===== src/farbfeld_to_argb_decoder_top_defines.svh =====
// assertion macros shared by the farbfeld decoder modules
// expects clk and rst_n in scope where a macro is used
`ifndef FARBFELD_TO_ARGB_DECODER_TOP_DEFINES_SVH
`define FARBFELD_TO_ARGB_DECODER_TOP_DEFINES_SVH

// same-cycle implication, checked out of reset
`define FTA_ASSERT_NOW(lbl, ante, cons, msg) \
    lbl: assert property (@(posedge clk) disable iff (!rst_n) (ante) |-> (cons)) \
        else $error(msg);

// next-cycle implication, checked out of reset
`define FTA_ASSERT_NEXT(lbl, ante, cons, msg) \
    lbl: assert property (@(posedge clk) disable iff (!rst_n) (ante) |=> (cons)) \
        else $error(msg);

`endif


===== src/fta_pkg.sv =====
// types, constants and helpers for the farbfeld to argb decoder
// no dependencies; used by every module of the block
package fta_pkg;

    // bar height register
    localparam int BAR_W = 12;
    localparam logic [BAR_W-1:0] BAR_RESET  = 12'd24;
    localparam logic [BAR_W-1:0] BAR_MARGIN = 12'd2;

    // header layout: magic, then width, then height
    localparam int HCNT_W = 5;
    localparam logic [HCNT_W-1:0] MAGIC_LEN   = 5'd8;
    localparam logic [HCNT_W-1:0] WIDTH_END   = 5'd12;
    localparam logic [HCNT_W-1:0] HEADER_LAST = 5'd15;
    localparam logic [HCNT_W-1:0] HEADER_LEN  = 5'd16;

    // byte positions inside one rgba16 pixel (high bytes only)
    localparam logic [2:0] POS_RED   = 3'd0;
    localparam logic [2:0] POS_GREEN = 3'd2;
    localparam logic [2:0] POS_BLUE  = 3'd4;
    localparam logic [2:0] POS_ALPHA = 3'd6;
    localparam logic [2:0] POS_LAST  = 3'd7;

    // fitted width divider: dividend is width times fitted height
    localparam int DIM_W     = 32;
    localparam int DIV_BITS  = DIM_W + BAR_W;
    localparam int DIV_CNT_W = $clog2(DIV_BITS);
    localparam logic [DIV_CNT_W-1:0] DIV_LAST = DIV_CNT_W'(DIV_BITS - 1);

    // result kinds and error codes
    localparam logic [1:0] KIND_HEADER = 2'd0;
    localparam logic [1:0] KIND_PIXEL  = 2'd1;
    localparam logic [1:0] KIND_ERROR  = 2'd2;
    localparam logic ERR_HEADER = 1'b0;
    localparam logic ERR_PIXELS = 1'b1;

    typedef enum logic [1:0] {
        PH_HEADER,
        PH_PIXELS,
        PH_DONE
    } phase_t;

    typedef enum logic [2:0] {
        ST_RUN,
        ST_MUL,
        ST_DIV,
        ST_HDR,
        ST_ERR
    } ctl_state_t;

    typedef struct packed {
        logic [7:0] data_byte;
        logic       end_of_file;
    } byte_item_t;

    typedef struct packed {
        logic [1:0]       kind;
        logic [31:0]      argb;
        logic [DIM_W-1:0] image_width;
        logic [DIM_W-1:0] image_height;
        logic [DIM_W-1:0] shown_width;
        logic [DIM_W-1:0] shown_height;
        logic             error_code;
        logic             last_of_run;
    } res_item_t;

    // controller to datapath
    typedef struct packed {
        logic step;
        logic mul;
        logic div;
        logic hdr_load;
        logic err_load;
    } dp_cmd_t;

    // datapath to controller
    typedef struct packed {
        logic hdr_ok_end;
        logic emit_now;
        logic err_follow;
        logic eof_hold;
        logic pix_owed;
    } dp_sts_t;

    // the eight magic bytes "farbfeld"
    function automatic logic [7:0] magic_byte(input logic [2:0] idx);
        logic [7:0] val;
        unique case (idx)
            3'd0: val = 8'h66;
            3'd1: val = 8'h61;
            3'd2: val = 8'h72;
            3'd3: val = 8'h62;
            3'd4: val = 8'h66;
            3'd5: val = 8'h65;
            3'd6: val = 8'h6C;
            3'd7: val = 8'h64;
            default: val = 8'h00;
        endcase
        return val;
    endfunction

endpackage


===== src/farbfeld_to_argb_decoder_top.sv =====
// farbfeld decoder: one file byte per item; a data byte's result item is valid
// the cycle after it is accepted, so bytes flow at one per cycle while results
// drain and no header or error item is pending; the last header byte stalls input
// through the multiply, the bit-serial width divider and the header item load
// eof just after a whole pixel with pixels still owed stalls input for an error item
// reset (rst_n, async, active low) returns to the header phase with bar height 24
module farbfeld_to_argb_decoder_top
    import fta_pkg::*;
(
    input  logic             clk,
    input  logic             rst_n,
    input  logic             byte_valid,
    output logic             byte_ready,
    input  byte_item_t       byte_item,
    output logic             res_valid,
    input  logic             res_ready,
    output res_item_t        res_item,
    input  logic             cfg_valid,
    output logic             cfg_ready,
    input  logic [BAR_W-1:0] cfg_data
);

    dp_cmd_t cmd;
    dp_sts_t sts;

    // the bar height register takes a write on any cycle
    assign cfg_ready = 1'b1;

    // sequencing and handshakes
    fta_controller u_ctl (
        .clk        (clk),
        .rst_n      (rst_n),
        .byte_valid (byte_valid),
        .byte_ready (byte_ready),
        .res_valid  (res_valid),
        .res_ready  (res_ready),
        .sts        (sts),
        .cmd        (cmd)
    );

    // stream state, arithmetic and result register
    fta_datapath u_dp (
        .clk       (clk),
        .rst_n     (rst_n),
        .cfg_we    (cfg_valid && cfg_ready),
        .cfg_bar   (cfg_data),
        .byte_item (byte_item),
        .cmd       (cmd),
        .sts       (sts),
        .res_item  (res_item)
    );

endmodule


===== src/fta_datapath.sv =====
// datapath of the farbfeld decoder: header and pixel state, multipliers,
// bit-serial divider and the result register; depends on fta_pkg and the defines header
`include "farbfeld_to_argb_decoder_top_defines.svh"

module fta_datapath
    import fta_pkg::*;
(
    input  logic             clk,
    input  logic             rst_n,
    input  logic             cfg_we,
    input  logic [BAR_W-1:0] cfg_bar,
    input  byte_item_t       byte_item,
    input  dp_cmd_t          cmd,
    output dp_sts_t          sts,
    output res_item_t        res_item
);

    // stream state
    phase_t                phase_reg, phase_next;
    logic [HCNT_W-1:0]     hcount_reg, hcount_next;
    logic                  magic_ok_reg, magic_ok_next;
    logic [DIM_W-1:0]      width_reg, width_next;
    logic [DIM_W-1:0]      height_reg, height_next;
    logic [2*DIM_W-1:0]    pixels_left_reg, pixels_left_next;
    logic [2:0]            bip_reg, bip_next;
    logic [23:0]           pix_acc_reg, pix_acc_next;
    logic [7:0]            alpha_reg, alpha_next;
    logic [BAR_W-1:0]      bar_reg, bar_next;
    logic                  eof_hold_reg, eof_hold_next;

    // arithmetic and result payload
    logic [2*DIM_W-1:0]    prod_reg, prod_next;
    logic [DIV_BITS-1:0]   num_reg, num_next;
    logic [DIM_W-1:0]      rem_reg, rem_next;
    res_item_t             res_reg, res_next;

    // step values for the byte on the input
    phase_t                stp_phase;
    logic [HCNT_W-1:0]     stp_hcount;
    logic                  stp_magic;
    logic [DIM_W-1:0]      stp_width;
    logic [DIM_W-1:0]      stp_height;
    logic [2*DIM_W-1:0]    stp_left;
    logic [2:0]            stp_bip;
    logic [23:0]           stp_pix;
    logic [7:0]            stp_alpha;
    res_item_t             stp_res;
    logic                  emit;
    logic                  follow;
    logic                  ok_end;

    logic [7:0]            b;
    logic                  eof;
    logic [BAR_W-1:0]      fit;
    logic                  fit_apply;
    logic [DIM_W:0]        shifted;
    logic [DIM_W:0]        diff;
    logic                  ge;
    logic                  do_clear;
    res_item_t             hdr_res;
    res_item_t             err_res;

    assign b   = byte_item.data_byte;
    assign eof = byte_item.end_of_file;

    // fitted height, saturated at zero
    assign fit = (bar_reg > BAR_MARGIN) ? (bar_reg - BAR_MARGIN) : '0;
    assign fit_apply = (height_reg != '0) && (height_reg >= DIM_W'(bar_reg));

    // effect of one byte on the stream state
    always_comb
    begin
        stp_phase  = phase_reg;
        stp_hcount = hcount_reg;
        stp_magic  = magic_ok_reg;
        stp_width  = width_reg;
        stp_height = height_reg;
        stp_left   = pixels_left_reg;
        stp_bip    = bip_reg;
        stp_pix    = pix_acc_reg;
        stp_alpha  = alpha_reg;
        stp_res    = '0;
        emit       = 1'b0;
        follow     = 1'b0;
        ok_end     = 1'b0;
        unique case (phase_reg)
            PH_HEADER:
            begin
                if (hcount_reg < MAGIC_LEN)
                begin
                    if (b != magic_byte(hcount_reg[2:0]))
                        stp_magic = 1'b0;
                end
                else if (hcount_reg < WIDTH_END)
                    stp_width = {width_reg[DIM_W-9:0], b};
                else
                    stp_height = {height_reg[DIM_W-9:0], b};
                stp_hcount = hcount_reg + 1'b1;
                if (hcount_reg == HEADER_LAST)
                begin
                    if (!stp_magic)
                    begin
                        emit               = 1'b1;
                        stp_res.kind       = KIND_ERROR;
                        stp_res.error_code = ERR_HEADER;
                        stp_phase          = PH_DONE;
                    end
                    else
                        ok_end = 1'b1;
                end
                else if (eof)
                begin
                    emit               = 1'b1;
                    stp_res.kind       = KIND_ERROR;
                    stp_res.error_code = ERR_HEADER;
                end
            end
            PH_PIXELS:
            begin
                case (bip_reg)
                    POS_RED:   stp_pix[23:16] = b;
                    POS_GREEN: stp_pix[15:8]  = b;
                    POS_BLUE:  stp_pix[7:0]   = b;
                    POS_ALPHA: stp_alpha      = b;
                    default:   stp_alpha      = alpha_reg;
                endcase
                if (bip_reg == POS_LAST)
                begin
                    emit         = 1'b1;
                    stp_res.kind = KIND_PIXEL;
                    stp_res.argb = {alpha_reg, pix_acc_reg};
                    stp_bip      = '0;
                    stp_left     = pixels_left_reg - 1'b1;
                    if (stp_left == '0)
                        stp_phase = PH_DONE;
                end
                else
                    stp_bip = bip_reg + 1'b1;
                // file ends while pixels are still owed
                if (eof && (stp_phase == PH_PIXELS))
                begin
                    if (emit)
                        follow = 1'b1;
                    else
                    begin
                        emit               = 1'b1;
                        stp_res.kind       = KIND_ERROR;
                        stp_res.error_code = ERR_PIXELS;
                    end
                end
            end
            default:
            begin
                emit = 1'b0;
            end
        endcase
        stp_res.last_of_run = !follow;
    end

    // header and trailing error results
    always_comb
    begin
        hdr_res              = '0;
        hdr_res.kind         = KIND_HEADER;
        hdr_res.image_width  = width_reg;
        hdr_res.image_height = height_reg;
        hdr_res.shown_width  = fit_apply ? num_reg[DIM_W-1:0] : width_reg;
        hdr_res.shown_height = fit_apply ? DIM_W'(fit) : height_reg;
        hdr_res.last_of_run  = !(eof_hold_reg && (prod_reg != '0));
        err_res              = '0;
        err_res.kind         = KIND_ERROR;
        err_res.error_code   = ERR_PIXELS;
        err_res.last_of_run  = 1'b1;
    end

    // stream state next values
    always_comb
    begin
        phase_next       = phase_reg;
        hcount_next      = hcount_reg;
        magic_ok_next    = magic_ok_reg;
        width_next       = width_reg;
        height_next      = height_reg;
        pixels_left_next = pixels_left_reg;
        bip_next         = bip_reg;
        pix_acc_next     = pix_acc_reg;
        alpha_next       = alpha_reg;
        eof_hold_next    = eof_hold_reg;
        do_clear         = 1'b0;
        if (cmd.step)
        begin
            phase_next       = stp_phase;
            hcount_next      = stp_hcount;
            magic_ok_next    = stp_magic;
            width_next       = stp_width;
            height_next      = stp_height;
            pixels_left_next = stp_left;
            bip_next         = stp_bip;
            pix_acc_next     = stp_pix;
            alpha_next       = stp_alpha;
            eof_hold_next    = eof;
            // a finished header keeps its size until the header item is out
            do_clear         = eof && !ok_end;
        end
        if (cmd.hdr_load)
        begin
            pixels_left_next = prod_reg;
            bip_next         = '0;
            phase_next       = (prod_reg != '0) ? PH_PIXELS : PH_DONE;
            do_clear         = eof_hold_reg;
        end
        if (do_clear)
        begin
            phase_next       = PH_HEADER;
            hcount_next      = '0;
            magic_ok_next    = 1'b1;
            width_next       = '0;
            height_next      = '0;
            pixels_left_next = '0;
            bip_next         = '0;
            pix_acc_next     = '0;
            alpha_next       = '0;
        end
        bar_next = cfg_we ? cfg_bar : bar_reg;
    end

    // one restoring divide step per cycle
    assign shifted = {rem_reg, num_reg[DIV_BITS-1]};
    assign ge      = shifted >= {1'b0, height_reg};
    assign diff    = shifted - {1'b0, height_reg};

    // multipliers, divider and result register
    always_comb
    begin
        prod_next = prod_reg;
        num_next  = num_reg;
        rem_next  = rem_reg;
        res_next  = res_reg;
        if (cmd.mul)
        begin
            prod_next = {{DIM_W{1'b0}}, width_reg} * {{DIM_W{1'b0}}, height_reg};
            num_next  = {{BAR_W{1'b0}}, width_reg} * {{DIM_W{1'b0}}, fit};
            rem_next  = '0;
        end
        else if (cmd.div)
        begin
            num_next = {num_reg[DIV_BITS-2:0], ge};
            rem_next = ge ? diff[DIM_W-1:0] : shifted[DIM_W-1:0];
        end
        if (cmd.step && emit)
            res_next = stp_res;
        else if (cmd.hdr_load)
            res_next = hdr_res;
        else if (cmd.err_load)
            res_next = err_res;
    end

    // control state
    always_ff @(posedge clk or negedge rst_n)
    begin
        if (!rst_n)
        begin
            phase_reg       <= PH_HEADER;
            hcount_reg      <= '0;
            magic_ok_reg    <= 1'b1;
            width_reg       <= '0;
            height_reg      <= '0;
            pixels_left_reg <= '0;
            bip_reg         <= '0;
            pix_acc_reg     <= '0;
            alpha_reg       <= '0;
            bar_reg         <= BAR_RESET;
            eof_hold_reg    <= 1'b0;
        end
        else
        begin
            phase_reg       <= phase_next;
            hcount_reg      <= hcount_next;
            magic_ok_reg    <= magic_ok_next;
            width_reg       <= width_next;
            height_reg      <= height_next;
            pixels_left_reg <= pixels_left_next;
            bip_reg         <= bip_next;
            pix_acc_reg     <= pix_acc_next;
            alpha_reg       <= alpha_next;
            bar_reg         <= bar_next;
            eof_hold_reg    <= eof_hold_next;
        end
    end

    // payload
    always_ff @(posedge clk)
    begin
        prod_reg <= prod_next;
        num_reg  <= num_next;
        rem_reg  <= rem_next;
        res_reg  <= res_next;
    end

    // status to the controller
    always_comb
    begin
        sts.hdr_ok_end = ok_end;
        sts.emit_now   = emit;
        sts.err_follow = follow;
        sts.eof_hold   = eof_hold_reg;
        sts.pix_owed   = prod_reg != '0;
    end

    assign res_item = res_reg;

    `FTA_ASSERT_NOW(a_pix_owed, phase_reg == PH_PIXELS, pixels_left_reg != '0, "pixel phase with no pixels left")
    `FTA_ASSERT_NOW(a_hdr_count, phase_reg == PH_HEADER, (hcount_reg <= HEADER_LEN) && (bip_reg == '0), "header phase counters out of range")
    `FTA_ASSERT_NEXT(a_hdr_leaves, cmd.hdr_load && !eof_hold_reg, phase_reg != PH_HEADER, "header result did not end the header phase")

endmodule


===== src/fta_controller.sv =====
// controller of the farbfeld decoder: sequences byte steps, the header
// multiply and divide, and the result handshake; depends on fta_pkg and the defines header
`include "farbfeld_to_argb_decoder_top_defines.svh"

module fta_controller
    import fta_pkg::*;
(
    input  logic    clk,
    input  logic    rst_n,
    input  logic    byte_valid,
    output logic    byte_ready,
    output logic    res_valid,
    input  logic    res_ready,
    input  dp_sts_t sts,
    output dp_cmd_t cmd
);

    ctl_state_t           st_reg, st_next;
    logic [DIV_CNT_W-1:0] div_cnt_reg, div_cnt_next;
    logic                 res_valid_reg, res_valid_next;
    logic                 out_free;
    logic                 accept;
    logic [2:0]           load_vec;
    logic                 any_load;

    // result register may take a new item when empty or being drained
    assign out_free = !res_valid_reg || res_ready;
    assign accept   = byte_valid && byte_ready;

    // next state
    always_comb
    begin
        st_next = st_reg;
        unique case (st_reg)
            ST_RUN:
            begin
                if (accept)
                begin
                    if (sts.hdr_ok_end)
                        st_next = ST_MUL;
                    else if (sts.err_follow)
                        st_next = ST_ERR;
                end
            end
            ST_MUL:
                st_next = ST_DIV;
            ST_DIV:
            begin
                if (div_cnt_reg == DIV_LAST)
                    st_next = ST_HDR;
            end
            ST_HDR:
            begin
                if (out_free)
                    st_next = (sts.eof_hold && sts.pix_owed) ? ST_ERR : ST_RUN;
            end
            ST_ERR:
            begin
                if (out_free)
                    st_next = ST_RUN;
            end
            default:
                st_next = ST_RUN;
        endcase
    end

    // outputs and commands
    always_comb
    begin
        byte_ready   = 1'b0;
        cmd          = '0;
        div_cnt_next = div_cnt_reg;
        unique case (st_reg)
            ST_RUN:
            begin
                byte_ready = out_free;
                cmd.step   = byte_valid && out_free;
            end
            ST_MUL:
            begin
                cmd.mul      = 1'b1;
                div_cnt_next = '0;
            end
            ST_DIV:
            begin
                cmd.div      = 1'b1;
                div_cnt_next = div_cnt_reg + 1'b1;
            end
            ST_HDR:
                cmd.hdr_load = out_free;
            ST_ERR:
                cmd.err_load = out_free;
            default:
                byte_ready = 1'b0;
        endcase
    end

    // result valid tracking
    assign load_vec = {cmd.step && sts.emit_now, cmd.hdr_load, cmd.err_load};
    assign any_load = load_vec != '0;

    always_comb
    begin
        res_valid_next = res_valid_reg;
        if (any_load)
            res_valid_next = 1'b1;
        else if (res_ready)
            res_valid_next = 1'b0;
    end

    always_ff @(posedge clk or negedge rst_n)
    begin
        if (!rst_n)
        begin
            st_reg        <= ST_RUN;
            div_cnt_reg   <= '0;
            res_valid_reg <= 1'b0;
        end
        else
        begin
            st_reg        <= st_next;
            div_cnt_reg   <= div_cnt_next;
            res_valid_reg <= res_valid_next;
        end
    end

    assign res_valid = res_valid_reg;

    `FTA_ASSERT_NEXT(a_div_done, (st_reg == ST_DIV) && (div_cnt_reg == DIV_LAST), st_reg == ST_HDR, "divider did not hand over to header output")
    `FTA_ASSERT_NOW(a_one_load, 1'b1, $onehot0(load_vec), "two result loads in one cycle")
    `FTA_ASSERT_NOW(a_load_free, any_load, !res_valid_reg || res_ready, "result register overwritten while held")

endmodule

===== config.mk =====
export PLATFORM = sky130hd
export DESIGN_NAME = farbfeld_to_argb_decoder_top
export DESIGN_NICKNAME = d
export VERILOG_FILES = /design/src/fta_pkg.sv /design/src/farbfeld_to_argb_decoder_top.sv /design/src/fta_datapath.sv /design/src/fta_controller.sv
export VERILOG_INCLUDE_DIRS = /design/src /design/src/src
export SDC_FILE = /design/constraint.sdc
export NUM_CORES = 2
export LEC_CHECK = 0
export ABC_AREA = 1
export BUFFER_PORTS_ARGS = -buffer_cell sky130_fd_sc_hd__buf_2
export CORE_ASPECT_RATIO = 1.25
export CORE_UTILIZATION = 59
export DETAILED_ROUTE_END_ITERATION = 12
export PLACE_DENSITY = 0.84
export SLEW_MARGIN = 40
export SYNTH_ARGS = -nofsm -noshare
export SYNTH_HDL_FRONTEND = slang
export SYNTH_SLANG_ARGS = --single-unit

===== constraint.sdc =====
create_clock -name clk -period 7.5 [get_ports clk]
set_input_delay 1.5 -clock clk [delete_from_list [all_inputs] [get_ports clk]]
set_output_delay 1.5 -clock clk [all_outputs]
set_load 0.1 [all_outputs]

== Yosys cells after proc, flatten, opt, wreduce, memory -nomap -nowiden ==
Memories as Yosys holds them, arrays and structs flattened.
Index checks and enable logic that the tools add are counted.

* Logic and storage cells: 212
* Bits of input ports: 26
* Memories kept: 1
* Output and inout port bits: 167
* Bits in read-only memories: 40
* Bits in registers: 498

{| class="wikitable"
|+ Memories
! memory !! words !! bits a word !! rd ports !! clocked after memory_dff !! write ports !! line !! source
|-
| (no name shown) || 8 || 5 || 1 || 0 || 0 || fta_pkg.sv:88 || <nowiki>unique case (idx)</nowiki>
|}

* Eq/ne operators: 22
* Magnitude comparators: 5
* Reduce and logical (&&, ||, !) cells: 46
* Muxes and demuxes: 103
* Add/subtract/negate cells: 6
* Multipliers: 2

{| class="wikitable"
|+ Operators by type and width
! cell !! number
|-
| 164-bit two-way mux || 3
|-
| 32-bit two-way mux || 14
|-
| 64-bit two-way mux || 5
|-
| 44-bit two-way mux || 2
|-
| 24-bit two-way mux || 3
|-
| 8-bit two-way mux || 9
|-
| 64-bit logical NOT || 1
|-
| 32-bit by 32-bit multiplier with 64-bit output || 1
|-
| 64-bit nonzero test || 1
|-
| 64-bit by 1-bit subtractor with 64-bit output, second input constant || 1
|-
| 32-bit by 12-bit multiplier with 44-bit output || 1
|-
| 3-bit two-way mux || 12
|-
| 33-bit by 32-bit greater-or-equal comparator with 1-bit output || 1
|-
| 33-bit two-way mux || 1
|-
| 32-bit by 12-bit greater-or-equal comparator with 1-bit output || 1
|-
| 32-bit nonzero test || 1
|-
| 32-bit subtractor || 1
|-
| 1-bit two-way mux || 31
|-
| 2-bit two-way mux || 14
|-
| 2-bit nonzero test || 12
|-
| 5-bit two-way mux || 3
|-
| 3-bit one-hot mux with 5 select lines || 1
|-
| 3-bit AND reduction || 5
|-
| 3-bit equality test, second input constant || 4
|-
| other kinds (30) || 56
|}

== Longest topological paths before layout ==
* Word-level depth: 16
* Gate-level depth with buffers: 36

== Hierarchy ==
Synthesis repeated with hierarchy kept, for this count alone.

* Cell total of the unflattened synthesis: 9182
* Area total of the unflattened synthesis: 71144.5 µm²

{| class="wikitable"
|+ Modules (own cells, without submodules)
! module !! area an instance (µm²) !! times used !! sequential area each (µm²) !! cells each
|-
| fta_datapath || 70495.1 || 1 || 12135.4 || 9091
|-
| fta_controller || 638.1 || 1 || 250.2 || 89
|-
| farbfeld_to_argb_decoder_top || 11.3 || 1 || 0.0 || 2
|}

== Worst setup path after synthesis ==
Ideal clock, no wire load.

* Path type: reg2reg
* Start: register u_dp.height_reg[2]
* End: register u_dp.prod_reg[49], data pin
* Library setup time: 0.252 ns
* Path buffers: 2
* Slack: 0.423 ns
* Period minus slack after synthesis: 7.077 ns
* Arrival: 6.824 ns
* Cell stages (with the launch flop): 30
* Path through: dfrtp_1 -> clkbuf_1 -> clkbuf_1 -> nand2_1 -> fa_1 -> inv_1 -> fa_1 -> inv_1 -> fa_1 -> fa_1 -> inv_1 -> fa_1 -> inv_1 -> fa_1 -> inv_1 -> fa_1 -> fa_1 -> ha_1 -> nand2_1 -> nor2_1 -> nand2_1 -> inv_1 -> nand3_1 -> o211ai_1 -> inv_1 -> o21a_1 -> o21ai_0 -> nand3_1 -> nand3_1 -> nand2_1

* Word-level cells in the longest chain between the ends: 1

{| class="wikitable"
|+ RTL lines
! element !! line !! source
|-
| start, declared || fta_datapath.sv:23 || <nowiki>logic [DIM_W-1:0] height_reg, height_next;</nowiki>
|-
| start signal, assigned || fta_datapath.sv:281 || <nowiki>height_reg <= height_next;</nowiki>
|-
| 32-bit by 32-bit multiplier with 64-bit output || fta_datapath.sv:241 || <nowiki>prod_next = {{DIM_W{1'b0}}, width_reg} * {{DIM_W{1'b0}}, height_reg};</nowiki>
|-
| end signal, assigned || fta_datapath.sv:294 || <nowiki>prod_reg <= prod_next;</nowiki>
|-
| end, declared || fta_datapath.sv:32 || <nowiki>logic [2*DIM_W-1:0] prod_reg, prod_next;</nowiki>
|}

No other way between the ends.
A chain may end at the register's enable or synchronous reset.

== Worst setup path in the final report ==
* Start: register u_dp.height_reg[4]
* End: register u_dp.prod_reg[52], data pin

The elaborated chain is that of the path after synthesis.

==> impl_metrics.yaml <==
logic_synthesis:
  yosys.cell_count.top_type: "nand2_1"
  synth_area_leaders: "fa_1, nand2_1, inv_1"
  synth-seq-cells: 498
  synth-compound-area-share_pct: 7.26
  synth_top_family_by_area: "adder cells"
  ys_types: 60
  yosys.area_share.simple_pct: 19.1
  synthXorXnorAreaFrac_pct: 1.31
  synth_top_area_share_pct: 34.1
  yosysSeqAreaShare_pct: 17.6
  synth.largest_area_cell: "fa_1"
  synth_area_um2: 70400
  synth_edf_count: 144
  yosys_most_used_dff: "dfrtp_1"
  synthTopCellsByCount: "nand2_1, inv_1, fa_1"
  synth_nets: 10600
  avgSynthCellArea_um2: 7.84
  ys_warn_count: 0
  synth_mux_area_share_pct: 0
  syn_inst: 8977
  ys_async_sr_fraction_pct: 39.0
  synth-adder-area-share_pct: 41.2
cells_and_area:
  area_growth_pct: 9.87
  postLayoutCoreUtil_pct: 65.4
  nets: 10800
  largest_reg_flops: 164
  drive_gt1_share_pct: 9.01
  fin_cells: 10800
  n_fill_cell: 9634
worst_setup_path:
  arrival_ns: 7.72
  worst-endpoint-required_ns: 7.89
  r2r_start: "u_dp.height_reg[4]$_DFFE_PN0P_"
  path_class: "reg -> reg"
  cp-start-kind: "flip-flop"
  crit_path_end_kind: "flip-flop"
  r2r_cells: 25
  ff2ff_setup_slack_ns: 0.17
  crit_fanout: 11
  r2r_end: "u_dp.prod_reg[52]$_DFFE_PN_"
global_route:
  grt_max_degree: 110
  overflow: 0
  grt_pass1_wl_um: 348000
  antenna_found_initial: 4
  grt_pass1_vias: 64200
  grt_usage_pct: 37.3
status:
  outcome: "complete, no violations"
place:
  routabilityCongestion: 1.02
  dp_hpwl_um: 180000
  port_buffers: 191
  place_ws_ns: -0.185
  place_inst: 10700
clocking:
  clk_latency_ns: 0.68
  path_clk_slew_ns: 0.06
  cts_made_buffers: 54
  root_buffer: "clkbuf_16"
  cts_tree: "yes"
  htreeDepth: 2
  numClockSinks: 498
  cts_buffer_depth: 3
drt:
  route.detailed.drc: 0
  first_pass_iters: 6
  ant_nets: 0
  drt-total-wl_um: 224000
  vias: 61200
  drtIter0Drc: 5680
  avgRoutedWirePerCell_um: 20.7
  viasPerCell: 5.66
worst_hold_path:
  hold_path_depth: 2
  min_to: "u_dp.res_item[15]$_SDFFE_PP0P_"
  hold_start: "u_dp.res_item[15]$_SDFFE_PP0P_"
  holdCritPathClass: "reg -> reg"
floorplanning:
  fp.dieW_um: 311
  dieArea_um2: 121000
  core_um2: 118000
  start_util_pct: 59.5
  die_h_um: 388
  pin_count: 193
  row_count: 141
timing:
  hold_violations: 0
  setup_viol: 0
  skew_ns: 0.0463
  fin_ws_ns: 0.173
  worst_pin_slew_ns: 0.897
  slew_viol_final: 0
  period_needed_ns: 7.33
  fmax_ghz: 0.136
  period_share_pct: 97.7
  relSlewSlack_pct: 40.1
pwr:
  vdd_drop_max_mv: 0.173
  p_per_area_nw_per_um2: 129
  power_mw: 9.99
  p_leak_nw: 43.1
job:
  maxCapViolCount: 0
through the flow:
stage	TNS, ns	hold WS, ns	cell area (um2)
floorplan	0	0.444	70400
global placement	-0.508	0.411	75000
detailed placement	-0.702	0.415	75100
CTS	0	0.426	76900
global route	-0.0329	0.446	77300
finish	0	0.424	77300
per-layer routing:
layer	routed length, um	GRT usage (%)	up-vias
met5	21	0	-
met4	19000	25.2	4
met3	20600	7.37	997
met2	109000	63.6	3271
met1	76300	42.3	29800
li1	-	-	27100
placed cells by master (no fill, tap or decap), types with 57 or more instances in the layout:
cell,synthesis,final
ha_1,402,402
inv_1,2056,2053
xor2_1,60,60
a21oi_1,221,216
o21ai_0,440,439
edfxtp_1,144,144
dfxtp_1,160,160
fa_1,1197,1196
nand3_1,222,219
nor2_1,517,511
clkbuf_16,0,57
nand2_1,2449,2446
buf_2,40,190
dfrtp_1,191,165
buf_4,9,348
kinds of logic (layout without fill, tap and decap cells):
kind of cell / count (synthesis) / count (layout)
adders and majority gates: 1599 / 1599
xor gates and xnor gates: 105 / 105
and+or+nand+nor: 3362 / 3362
DFF: 498 / 498
other: 1 / 5
AOI/OAI and AO/OA: 903 / 903
buffers and inverters: 2509 / 2776
critical path, stage by stage, from the launching register on:
cell     delay (ns)
dfrtp_1        0.38
buf_4          0.17
buf_4          0.18
nand2_1        0.09
fa_1           0.51
inv_1          0.06
fa_1           0.47
inv_1          0.05
fa_1           0.52
fa_1           0.61
inv_1          0.07
fa_1           0.50
fa_1           0.61
fa_1           0.44
fa_1           0.46
ha_1           0.36
nand2_1        0.10
nand2_1        0.08
a31oi_2        0.18
o21ai_0        0.16
a21oi_2        0.20
nand3_4        0.13
a21o_1         0.21
a21o_1         0.22
buf_4          0.14
xor2_1         0.15
worst max-delay path by stage:
stage	from	to	slack [ns]	cells after the start
CTS	u_dp.width_reg[23]$_DFFE_PN0P_	u_dp.prod_reg[54]$_DFFE_PN_	0.03	22
global route	u_dp.height_reg[6]$_DFFE_PN0P_	u_dp.prod_reg[60]$_DFFE_PN_	-0.02	29
floorplan	u_dp.height_reg[2]$_DFFE_PN0P_	u_dp.prod_reg[49]$_DFFE_PN_	0.42	29
detailed placement	u_dp.height_reg[17]$_DFFE_PN0P_	u_dp.prod_reg[60]$_DFFE_PN_	-0.19	25
finish	u_dp.height_reg[4]$_DFFE_PN0P_	u_dp.prod_reg[52]$_DFFE_PN_	0.17	25
global placement	u_dp.height_reg[17]$_DFFE_PN0P_	u_dp.prod_reg[54]$_DFFE_PN_	-0.21	21
where the power goes:
part	switching [mW]	internal [mW]
registers	0.332	3.07
logic	2.77	0.962
clock network	1.31	1.55
total	4.41	5.58
layout make-up:
class                      instances  area [um2]  area share, %
sequential                       498       12400           16.1
clock inverter                    42         460          0.596
inverter                        2075        7800           10.1
timing repair buffer             599        4680           6.05
antenna                            4        10.0         0.0129
tap                             1573        1970           2.55
clock buffer                      60        1390           1.80
multi-input combinational       5970       48600           62.8
repair_timing:
action                     in CTS  in global routing
pin swaps                       0                  3
setup buffers                   0                 11
hold buffers                    0                  0
cloned                          0                  3
resized for setup               5                 64
setup endpoints to repair       8                 27
Power figures use the tool's default switching activity.
